**src/rtl/crdm_pkg.sv**
```systemverilog
// Package for the compression rate and depth monitor.
// Field widths, register reset values and register indexes; no dependencies.
`timescale 1ns / 1ps

package crdm_pkg;

    localparam int COUNT_BITS_DEF = 16;

    localparam int RATE_W  = 8;
    localparam int DEPTH_W = 8;
    localparam int GAP_W   = 8;
    localparam int SEC_W   = 16;
    localparam int STEP_W  = 6;
    localparam int TIME_W  = 32;
    localparam int CFG_W   = 16;

    // compressions per minute = RATE_MUL * presses / seconds
    localparam int RATE_MUL = 60;

    localparam logic [GAP_W-1:0]   SAMPLE_GAP_RST = GAP_W'(3);
    localparam logic [SEC_W-1:0]   SECOND_MS_RST  = SEC_W'(1000);
    localparam logic [GAP_W-1:0]   RAMP_GAP_RST   = GAP_W'(15);
    localparam logic [STEP_W-1:0]  DEPTH_STEP_RST = STEP_W'(3);
    localparam logic [DEPTH_W-1:0] DEPTH_MAX_RST  = DEPTH_W'(50);
    localparam logic [RATE_W-1:0]  RATE_LIMIT_RST = RATE_W'(160);
    localparam logic [RATE_W-1:0]  RATE_RST       = RATE_W'(100);

    typedef enum logic [2:0] {
        CFG_SAMPLE_GAP = 3'd0,
        CFG_SECOND_MS  = 3'd1,
        CFG_RAMP_GAP   = 3'd2,
        CFG_DEPTH_STEP = 3'd3,
        CFG_DEPTH_MAX  = 3'd4,
        CFG_RATE_LIMIT = 3'd5
    } cfg_index_t;

endpackage

```
**src/rtl/crdm_in_if.sv**
```systemverilog
// Tick channel: one item per millisecond with the button and link levels.
// Depends on nothing.
`timescale 1ns / 1ps

interface crdm_in_if;
    logic valid;
    logic ready;
    logic compress_button;
    logic hand_button;
    logic link_up;

    modport source (output valid, output compress_button, output hand_button,
                    output link_up, input ready);
    modport sink   (input valid, input compress_button, input hand_button,
                    input link_up, output ready);
endinterface

```
**src/rtl/crdm_out_if.sv**
```systemverilog
// Report channel: rate, depth and hand level of one report.
// Depends on crdm_pkg for the field widths.
`timescale 1ns / 1ps

interface crdm_out_if;
    logic                         valid;
    logic                         ready;
    logic [crdm_pkg::RATE_W-1:0]  rate_per_min;
    logic [crdm_pkg::DEPTH_W-1:0] depth;
    logic                         hand_on;

    modport source (output valid, output rate_per_min, output depth, output hand_on,
                    input ready);
    modport sink   (input valid, input rate_per_min, input depth, input hand_on,
                    output ready);
endinterface

```
**src/rtl/compression_rate_depth_monitor.sv**
```systemverilog
// Compression rate and depth monitor, top level.
// Depends on crdm_pkg, crdm_in_if and crdm_out_if.
//
//  channel  | dir | handshake            | payload
//  ---------+-----+----------------------+---------------------------------------
//  tick     | in  | valid/ready          | compress_button, hand_button, link_up
//  report   | out | valid/ready          | rate_per_min, depth, hand_on
//  cfg      | in  | cfg_we, no wait      | cfg_index, cfg_data
//
// An item without a report passes the gap and link steps; a report also passes
// the second, press and ramp steps, and a press with a nonzero second count
// adds the division and the rate cap: the rate quotient comes from a restoring
// divider, one bit a cycle.
// One 32-bit subtract-compare unit checks all three time gaps in turn.
// The report register holds a result until taken; a new item is accepted
// meanwhile, and stalls only when it has a report of its own to post.
// rst_n clears all control state and loads the register defaults.
`timescale 1ns / 1ps

module compression_rate_depth_monitor #(
    parameter int COUNT_BITS = crdm_pkg::COUNT_BITS_DEF
) (
    input  logic                       clk,
    input  logic                       rst_n,
    crdm_in_if.sink                    tick,
    crdm_out_if.source                 report,
    input  logic                       cfg_we,
    input  logic [2:0]                 cfg_index,
    input  logic [crdm_pkg::CFG_W-1:0] cfg_data
);

    localparam int TW    = crdm_pkg::TIME_W;
    localparam int DIV_W = COUNT_BITS + $clog2(crdm_pkg::RATE_MUL);
    localparam int CNT_W = $clog2(DIV_W + 1);

    typedef enum logic [2:0] {
        S_IDLE,
        S_GAP,
        S_SEC,
        S_PRESS,
        S_DIV,
        S_CAP,
        S_RAMP,
        S_LINK
    } state_t;

    state_t state_reg;

    // configuration
    logic [crdm_pkg::GAP_W-1:0]   sample_gap_reg;
    logic [crdm_pkg::SEC_W-1:0]   second_ms_reg;
    logic [crdm_pkg::GAP_W-1:0]   ramp_gap_reg;
    logic [crdm_pkg::STEP_W-1:0]  depth_step_reg;
    logic [crdm_pkg::DEPTH_W-1:0] depth_max_reg;
    logic [crdm_pkg::RATE_W-1:0]  rate_limit_reg;

    // block state
    logic [TW-1:0]                now_reg;
    logic [TW-1:0]                last_report_reg;
    logic [TW-1:0]                last_second_reg;
    logic [TW-1:0]                last_ramp_reg;
    logic [COUNT_BITS-1:0]        elapsed_reg;
    logic [COUNT_BITS-1:0]        press_reg;
    logic [crdm_pkg::RATE_W-1:0]  rate_reg;
    logic [crdm_pkg::DEPTH_W-1:0] depth_reg;
    logic                         prev_comp_reg;
    logic                         prev_link_reg;

    // latched item and divider datapath
    logic                         comp_reg;
    logic                         hand_reg;
    logic                         link_reg;
    logic [DIV_W-1:0]             dq_reg;
    logic [COUNT_BITS-1:0]        rem_reg;
    logic [CNT_W-1:0]             cnt_reg;

    // report register
    logic                         out_valid_reg;
    logic [crdm_pkg::RATE_W-1:0]  out_rate_reg;
    logic [crdm_pkg::DEPTH_W-1:0] out_depth_reg;
    logic                         out_hand_reg;

    // shared gap unit
    logic [TW-1:0]                since;
    logic [TW-1:0]                gap;
    logic [TW-1:0]                diff;
    logic                         gap_passed;

    logic [COUNT_BITS-1:0]        press_inc;
    logic [DIV_W-1:0]             dividend;
    logic [COUNT_BITS:0]          rem_sh;
    logic                         rem_ge;
    logic [COUNT_BITS:0]          rem_sub;
    logic [crdm_pkg::DEPTH_W:0]   depth_up;
    logic [crdm_pkg::DEPTH_W-1:0] depth_ramped;
    logic                         out_free;
    logic                         press_edge;

    always_comb
    begin
        since = last_report_reg;
        gap   = TW'(sample_gap_reg);
        case (state_reg)
            S_SEC:
            begin
                since = last_second_reg;
                gap   = TW'(second_ms_reg);
            end
            S_RAMP:
            begin
                since = last_ramp_reg;
                gap   = TW'(ramp_gap_reg);
            end
            default:
            begin
                since = last_report_reg;
                gap   = TW'(sample_gap_reg);
            end
        endcase
        diff       = now_reg - since;
        gap_passed = diff > gap;
    end

    assign press_edge = comp_reg && !prev_comp_reg;
    assign press_inc  = (press_reg != '1) ? press_reg + 1'b1 : press_reg;
    assign dividend   = DIV_W'(press_inc) * DIV_W'(crdm_pkg::RATE_MUL);

    assign rem_sh  = {rem_reg, dq_reg[DIV_W-1]};
    assign rem_ge  = rem_sh >= {1'b0, elapsed_reg};
    assign rem_sub = rem_sh - {1'b0, elapsed_reg};

    always_comb
    begin
        depth_up = {1'b0, depth_reg} + (crdm_pkg::DEPTH_W + 1)'(depth_step_reg);
        if (comp_reg)
        begin
            if (depth_reg < depth_max_reg)
                depth_ramped = (depth_up > {1'b0, depth_max_reg}) ? depth_max_reg
                                                                    : depth_up[crdm_pkg::DEPTH_W-1:0];
            else
                depth_ramped = depth_reg;
        end
        else
        begin
            depth_ramped = (depth_reg > crdm_pkg::DEPTH_W'(depth_step_reg))
                           ? depth_reg - crdm_pkg::DEPTH_W'(depth_step_reg) : '0;
        end
    end

    assign out_free = !out_valid_reg || report.ready;

    assign tick.ready          = (state_reg == S_IDLE);
    assign report.valid        = out_valid_reg;
    assign report.rate_per_min = out_rate_reg;
    assign report.depth        = out_depth_reg;
    assign report.hand_on      = out_hand_reg;

    always_ff @(posedge clk or negedge rst_n)
    begin
        if (!rst_n)
        begin
            state_reg       <= S_IDLE;
            sample_gap_reg  <= crdm_pkg::SAMPLE_GAP_RST;
            second_ms_reg   <= crdm_pkg::SECOND_MS_RST;
            ramp_gap_reg    <= crdm_pkg::RAMP_GAP_RST;
            depth_step_reg  <= crdm_pkg::DEPTH_STEP_RST;
            depth_max_reg   <= crdm_pkg::DEPTH_MAX_RST;
            rate_limit_reg  <= crdm_pkg::RATE_LIMIT_RST;
            now_reg         <= '0;
            last_report_reg <= '0;
            last_second_reg <= '0;
            last_ramp_reg   <= '0;
            elapsed_reg     <= '0;
            press_reg       <= '0;
            rate_reg        <= crdm_pkg::RATE_RST;
            depth_reg       <= '0;
            prev_comp_reg   <= 1'b0;
            prev_link_reg   <= 1'b0;
            cnt_reg         <= '0;
            out_valid_reg   <= 1'b0;
            out_rate_reg    <= '0;
            out_depth_reg   <= '0;
            out_hand_reg    <= 1'b0;
        end
        else
        begin
            if (cfg_we)
            begin
                unique case (cfg_index)
                    crdm_pkg::CFG_SAMPLE_GAP: sample_gap_reg <= cfg_data[crdm_pkg::GAP_W-1:0];
                    crdm_pkg::CFG_SECOND_MS:  second_ms_reg  <= cfg_data[crdm_pkg::SEC_W-1:0];
                    crdm_pkg::CFG_RAMP_GAP:   ramp_gap_reg   <= cfg_data[crdm_pkg::GAP_W-1:0];
                    crdm_pkg::CFG_DEPTH_STEP: depth_step_reg <= cfg_data[crdm_pkg::STEP_W-1:0];
                    crdm_pkg::CFG_DEPTH_MAX:  depth_max_reg  <= cfg_data[crdm_pkg::DEPTH_W-1:0];
                    crdm_pkg::CFG_RATE_LIMIT: rate_limit_reg <= cfg_data[crdm_pkg::RATE_W-1:0];
                    default: ;
                endcase
            end

            // S_RAMP reloads the report register itself
            if (report.ready && state_reg != S_RAMP)
                out_valid_reg <= 1'b0;

            unique case (state_reg)
                S_IDLE:
                begin
                    if (tick.valid)
                    begin
                        now_reg   <= now_reg + 1'b1;
                        state_reg <= S_GAP;
                    end
                end
                S_GAP:
                begin
                    state_reg <= (link_reg && gap_passed) ? S_SEC : S_LINK;
                end
                S_SEC:
                begin
                    if (gap_passed)
                    begin
                        last_second_reg <= now_reg;
                        if (elapsed_reg != '1)
                            elapsed_reg <= elapsed_reg + 1'b1;
                    end
                    state_reg <= S_PRESS;
                end
                S_PRESS:
                begin
                    prev_comp_reg <= comp_reg;
                    if (press_edge)
                    begin
                        press_reg <= press_inc;
                        if (elapsed_reg == '0)
                        begin
                            rate_reg  <= rate_limit_reg;
                            state_reg <= S_RAMP;
                        end
                        else
                        begin
                            cnt_reg   <= CNT_W'(DIV_W);
                            state_reg <= S_DIV;
                        end
                    end
                    else
                    begin
                        state_reg <= S_RAMP;
                    end
                end
                S_DIV:
                begin
                    cnt_reg <= cnt_reg - 1'b1;
                    if (cnt_reg == CNT_W'(1))
                        state_reg <= S_CAP;
                end
                S_CAP:
                begin
                    rate_reg  <= (dq_reg > DIV_W'(rate_limit_reg))
                                 ? rate_limit_reg : dq_reg[crdm_pkg::RATE_W-1:0];
                    state_reg <= S_RAMP;
                end
                S_RAMP:
                begin
                    // hold here until the report register is free
                    if (out_free)
                    begin
                        if (gap_passed)
                        begin
                            last_ramp_reg <= now_reg;
                            depth_reg     <= depth_ramped;
                        end
                        last_report_reg <= now_reg;
                        out_valid_reg   <= 1'b1;
                        out_rate_reg    <= rate_reg;
                        out_depth_reg   <= gap_passed ? depth_ramped : depth_reg;
                        out_hand_reg    <= hand_reg;
                        state_reg       <= S_LINK;
                    end
                end
                S_LINK:
                begin
                    prev_link_reg <= link_reg;
                    if (!link_reg && prev_link_reg)
                    begin
                        rate_reg    <= '0;
                        press_reg   <= '0;
                        elapsed_reg <= '0;
                    end
                    if (link_reg && !prev_link_reg)
                        last_report_reg <= now_reg;
                    state_reg <= S_IDLE;
                end
                default:
                begin
                    state_reg <= S_IDLE;
                end
            endcase
        end
    end

    // payload registers: latched item and divider datapath
    always_ff @(posedge clk)
    begin
        if (state_reg == S_IDLE && tick.valid)
        begin
            comp_reg <= tick.compress_button;
            hand_reg <= tick.hand_button;
            link_reg <= tick.link_up;
        end
        if (state_reg == S_PRESS)
        begin
            dq_reg  <= dividend;
            rem_reg <= '0;
        end
        else if (state_reg == S_DIV)
        begin
            dq_reg  <= {dq_reg[DIV_W-2:0], rem_ge};
            rem_reg <= rem_ge ? rem_sub[COUNT_BITS-1:0] : rem_sh[COUNT_BITS-1:0];
        end
    end

endmodule

```
**src/flat_wrapper.sv**
```systemverilog
// flat-port wrapper written by rule: the top's interface ports become plain ports
module compression_rate_depth_monitor_flat 
#(
    parameter int COUNT_BITS = crdm_pkg::COUNT_BITS_DEF
)
  (clk, rst_n, cfg_we, cfg_index, cfg_data, tick_valid, tick_compress_button, tick_hand_button, tick_link_up, tick_ready, report_valid, report_rate_per_min, report_depth, report_hand_on, report_ready);
  crdm_in_if tick_i ();
  crdm_out_if report_i ();
  input  logic clk;
  input  logic rst_n;
  input  logic cfg_we;
  input  logic [2:0] cfg_index;
  input  logic [crdm_pkg::CFG_W-1:0] cfg_data;
  input wire logic [$bits(tick_i.valid)-1:0] tick_valid;
  input wire logic [$bits(tick_i.compress_button)-1:0] tick_compress_button;
  input wire logic [$bits(tick_i.hand_button)-1:0] tick_hand_button;
  input wire logic [$bits(tick_i.link_up)-1:0] tick_link_up;
  output wire logic [$bits(tick_i.ready)-1:0] tick_ready;
  output wire logic [$bits(report_i.valid)-1:0] report_valid;
  output wire logic [$bits(report_i.rate_per_min)-1:0] report_rate_per_min;
  output wire logic [$bits(report_i.depth)-1:0] report_depth;
  output wire logic [$bits(report_i.hand_on)-1:0] report_hand_on;
  input wire logic [$bits(report_i.ready)-1:0] report_ready;
  assign tick_i.valid = tick_valid;
  assign tick_i.compress_button = tick_compress_button;
  assign tick_i.hand_button = tick_hand_button;
  assign tick_i.link_up = tick_link_up;
  assign tick_ready = tick_i.ready;
  assign report_valid = report_i.valid;
  assign report_rate_per_min = report_i.rate_per_min;
  assign report_depth = report_i.depth;
  assign report_hand_on = report_i.hand_on;
  assign report_i.ready = report_ready;
  compression_rate_depth_monitor #(.COUNT_BITS(COUNT_BITS)) u_core (.clk(clk), .rst_n(rst_n), .tick(tick_i), .report(report_i), .cfg_we(cfg_we), .cfg_index(cfg_index), .cfg_data(cfg_data));
endmodule
```
**config.mk**
```make
export PLATFORM = sky130hd
export DESIGN_NAME = compression_rate_depth_monitor_flat
export DESIGN_NICKNAME = d
export VERILOG_FILES = /design/src/rtl/crdm_pkg.sv /design/src/rtl/crdm_in_if.sv /design/src/rtl/crdm_out_if.sv /design/src/rtl/compression_rate_depth_monitor.sv /design/src/flat_wrapper.sv
export SDC_FILE = /design/constraint.sdc
export NUM_CORES = 1
export LEC_CHECK = 0
export BUFFER_PORTS_ARGS = -buffer_cell sky130_fd_sc_hd__buf_2
export CAP_MARGIN = 20
export CORE_MARGIN = 2
export CORE_UTILIZATION = 45
export DETAILED_ROUTE_END_ITERATION = 6
export PLACE_DENSITY = 0.68
export RECOVER_POWER = 25
export SYNTH_ARGS = -nofsm -noshare
export SYNTH_HDL_FRONTEND = slang
export SYNTH_SLANG_ARGS = --single-unit
```
**constraint.sdc**
```tcl
create_clock -name clk -period 16 [get_ports clk]
set_clock_uncertainty 0.15 [all_clocks]
set_input_delay 4 -clock clk [delete_from_list [all_inputs] [get_ports clk]]
set_output_delay 4 -clock clk [all_outputs]
set_load 0.01 [all_outputs]
```
* Word level (Yosys, flattened, before mapping)
Cells that the tools add are included.
** Word-level totals
- Flip-flop bits (word level) :: 291
- Latch bits :: 0
- Memory bits (writable) :: 0
- ROM bits :: 0
- Output and inout bits :: 19
- Word-level logic and storage cells :: 143
- Memories :: 0
** Operators by class
- $add $sub $neg :: 8
- Multiply operators :: 1
- Div/mod/pow operators :: 0
- Order comparisons :: 6
- Equal/unequal tests :: 27
- Shift operators :: 0
- Mux-type cells :: 38
- Bitwise logic cells :: 0
- Reductions and logical operators :: 36
** Operator list (count)
- 32-bit one-hot mux with 2 select lines :: 2
- 16-bit two-way mux :: 6
- 16-bit one-hot mux with 2 select lines :: 3
- 8-bit two-way mux :: 9
- 32-bit two-way mux :: 2
- 22-bit two-way mux :: 2
- 16-bit by 1-bit adder with 16-bit output (second input constant) :: 2
- 32-bit by 1-bit adder with 32-bit output (second input constant) :: 1
- 32-bit by 16-bit greater-than comparator with 1-bit output :: 1
- 16-bit != test (second input constant) :: 2
- 32-bit subtractor :: 1
- 3-bit one-hot mux with 8 select lines :: 1
- 8-bit one-hot mux with 3 select lines :: 1
- 22-bit by 8-bit greater-than comparator with 1-bit output :: 1
- 16-bit by 4-bit multiplier with 20-bit output (second input constant) :: 1
- 3-bit equality test (second input constant) :: 6
- 2-bit AND reduction :: 9
- 17-bit by 16-bit >= comparator with 1-bit output :: 1
- 16-bit logical NOT :: 1
- 2-bit by 1-bit != test with 1-bit output (second input constant) :: 8
- 16-bit subtractor :: 1
- 3-bit AND reduction :: 5
- 3-bit by 2-bit equality test with 1-bit output (second input constant) :: 4
- 3-bit two-way mux :: 4
- 21 further kinds :: 42

* Logic depth before layout (Yosys ltp)
- Word-level depth :: 7
- Gate-level depth with buffers :: 30
- Mapped depth without buffers :: 25

* Least setup slack after synthesis
Ideal clock, no wire load.
- Kind :: input to register
- Start :: in tick_valid
- End :: reg u_core.now_reg[31]
- Library setup time :: 0.079 ns
- Arrival :: 6.152 ns
- Setup slack :: 9.619 ns
- Stages :: 11
- Path through :: nor4b_2 > and4_1 > and3_1 > and2_1 > nand2_1 > nor2_1 > and4_1 > clkbuf_1 > nand3_1 > nor3_1 > xor2_1
** Between the ends
- Cells in the longest elaborated chain, start to end :: 1
** Ends and longest elaborated chain
- from (decl) :: line flat_wrapper.sv:14 : input wire logic [$bits(tick_i.valid)-1:0] tick_valid;
- 2-bit AND reduction (no line)
- to (signal assigned) :: line compression_rate_depth_monitor.sv:209 : now_reg <= now_reg + 1'b1;
- to (decl) :: line compression_rate_depth_monitor.sv:58 : logic [TW-1:0] now_reg;
Every way passes these cells.
A chain may end at the register's enable or synchronous reset.

==> results.sh <==
export IMPL_outcome="complete, but fails checks"
export IMPL_violations="max-capacitance violations, max-slew violations"
export IMPL_dp_cells=2365
export IMPL_start_util_pct=45.8
export IMPL_viasPerCell=5.82
export IMPL_syn_to_final_growth_pct=9.17
export IMPL_r2r_start="u_core.state_reg[2]"
export IMPL_die_h_um=208
export IMPL_final_area_um2=20500
export IMPL_slew_viol_final=146
export IMPL_cts_buffer_depth=3
export IMPL_ios=46
export IMPL_grt_pass1_vias=13700
export IMPL_synth_ff_type="dfrtp_1"
export IMPL_nets=2057
export IMPL_cts_htree_levels=2
export IMPL_rsz0062_at_grt="no"
export IMPL_cts_resized_gates=0
export IMPL_hold_viol=0
export IMPL_maxCapViolCount=2
export IMPL_drcViolationCount=0
export IMPL_synth_edff_count=23
export IMPL_slew_headroom_pct=-293
export IMPL_async_flop_share_pct=85.9
export IMPL_drt_initial_drc_count=965
export IMPL_drive_gt1_share_pct=15.0
export IMPL_r2r_setup_slack_ns=8.13
export IMPL_grt_first_pass_wirelength_um=72400
export IMPL_worstHoldStart="u_core.rate_reg[3]"
export IMPL_cts_clk_slew_worst_paths_ns=0.06
export IMPL_die_area_um2=43400
export IMPL_maxClockFrequency_mhz=102
export IMPL_cellPowerDensity_nw_per_um2=181
export IMPL_antenna_found_initial=4
export IMPL_coreArea_um2=41000
export IMPL_cts_sinks=291
export IMPL_path_class="in2async"
export IMPL_cts_root_buf="clkbuf_16"
export IMPL_fin_cells=2428
export IMPL_fillCellCount=3721
export IMPL_vias=14100
export IMPL_syn_area_um2=18800
export IMPL_syn_inst=1848
export IMPL_critPathMaxFanout=110
export IMPL_syn_nets=2035
export IMPL_multi_input_area_um2=10800
export IMPL_critPathArrivalTime_ns=10.17
export IMPL_holdBufCountCts=0
export IMPL_tritoncts="done"
export IMPL_r2r_cells=14
export IMPL_clk_latency_ns=0.53
export IMPL_ys_types=81
export IMPL_place_gp_congestion=0.912
export IMPL_synth_most_common_cell="dfrtp_1"
export IMPL_synth_area_top_cells="dfrtp_1 30%, ha_1 8.5%, mux2_2 5.8%, edfxtp_1 3.7%, fa_1 3.5%"
export IMPL_min_period_over_period_pct=61.2
export IMPL_synth_top_area_share_pct=30.4
export IMPL_grtUsageTotal_pct=20.3
export IMPL_port_buffers=45
export IMPL_finalCriticalPeriod_ns=9.80
export IMPL_yosys_top_cells_count="228 x dfrtp_1, 169 x nand2_1, 127 x ha_1"
export IMPL_holdCritPathClass="reg2reg"
export IMPL_seq_area_um2=7330
export IMPL_finalWirelength_um=44100
export IMPL_place_area_um2=19500
export IMPL_first_pass_iters=5
export IMPL_p_leak_nw=9.69
export IMPL_ys_ff_latch=291
export IMPL_post_cts_buffers=0
export IMPL_whs_ns=0.321
export IMPL_worstReg2RegEnd="u_core.last_second_reg[12]"
export IMPL_numCtsBuffers=34
export IMPL_avgRoutedWirePerCell_um=18.1
export IMPL_yosysSeqAreaShare_pct=39.0
export IMPL_postRouteAntennaNets=0
export IMPL_tns_ns=0
export IMPL_rows=74
export IMPL_die_w_um=208
export IMPL_cp_end_kind="asynchronous set/reset pin"
export IMPL_setup_viol=0
export IMPL_ys_warn_count=0
export IMPL_ir_worst_vdd_v=0.0000783
export IMPL_grt_max_degree=111
export IMPL_yosysTopAreaCell="dfrtp_1"
export IMPL_start_kind="input port"
export IMPL_syn_avg_cell_area_um2=10.2
export IMPL_tightest_slew_ns=5.89
export IMPL_cp_data_required_time_ns=16.37
export IMPL_hold_depth=2
export IMPL_hpwl_um=31700
export IMPL_grt_overflow=0
export IMPL_min_to="u_core.report.rate_per_min[3]"
[report_power, final]
| part | total, mW | switching [mW] | internal [mW] | leakage, nW |
|---|---|---|---|---|
| registers | 1.07 | 0.150 | 0.917 | 3.60 |
| clock network | 0.757 | 0.322 | 0.434 | 0.521 |
| logic | 1.88 | 1.07 | 0.811 | 5.57 |
[through the flow]
stage / worst slack (ns) / total power [mW] / utilization (%)
2_1_floorplan: 9.62 / 2.48 / -
3_3_place_gp: 9.31 / 2.88 / 47.4
5_1_grt: 4.87 / 3.99 / 50.0
6_report: 6.20 / 3.71 / 50.0
4_1_cts: 9.19 / 3.71 / 50.1
3_5_place_dp: 9.22 / 2.94 / 47.5
[routing by layer]
metal	wire length, um	track usage [%]	vias to the layer above
li1	-	-	6736
met1	21100	29.2	6892
met2	19200	31.1	414
met3	2790	4.24	72
met4	852	5.36	8
met5	46	0	-
[cells by family (layout without fill, tap and decap cells)]
logic type	Yosys count	after routing	synth area share, %
xor gates and xnor gates	97	97	4.52
AOI/OAI and AO/OA	402	402	13.7
DFF	291	291	39.0
muxes	217	217	13.2
buffers and inverters	166	213	3.81
adders and majority gates	160	160	12.0
other	0	1	0
and+or+nand+nor	515	515	13.8
[worst max-delay path, stage by stage]
cell and delay [ns]:
clkbuf_1 4.00, buf_4 1.22, buf_4 0.82
[how the worst max path moves through the flow]
stage,start,to,cells after the start
final,rst_n,u_core.report.valid,3
after floorplan,tick_valid,u_core.now_reg[31],11
after global routing,rst_n,u_core.report.depth[1],3
after global placement,rst_n,u_core.state_reg[2],3
after detailed placement,rst_n,u_core.state_reg[2],3
after CTS,u_core.state_reg[1],u_core.last_second_reg[12],24
[layout make-up]
type / count / area share, %
timing repair buffer: 64 / 1.71
multi-input combinational: 1391 / 52.4
sequential: 291 / 35.7
inverter: 88 / 1.61
tap: 532 / 3.24
antenna: 1 / 0.0122
clock buffer: 43 / 4.56
clock inverter: 18 / 0.683
[placed cells by master, fill, tap and decap left out, types with 15 or more instances in the layout]
| master | n |
|---|---|
| clkbuf_16 | 35 |
| edfxtp_1 | 23 |
| buf_2 | 43 |
| o21ai_0 | 93 |
| mux2_1 | 36 |
| a21oi_1 | 120 |
| nor2_1 | 107 |
| dfrtp_1 | 228 |
| nor4_1 | 19 |
| fa_1 | 33 |
| nor3_1 | 27 |
| inv_1 | 88 |
| a21o_1 | 17 |
| a22o_1 | 20 |
| nand3_1 | 38 |
| mux2_4 | 30 |
| nand2_1 | 169 |
| nand4_1 | 32 |
| xor2_1 | 40 |
| mux2i_1 | 55 |
| o21a_1 | 15 |
| dfstp_2 | 22 |
| mux2_2 | 96 |
| dfxtp_1 | 18 |
| xnor2_1 | 57 |
| and4_1 | 15 |
| or3_1 | 17 |
| and3_1 | 19 |
| ha_1 | 127 |
| o31ai_1 | 23 |
No activity file was read; power rests on OpenSTA's default activity.
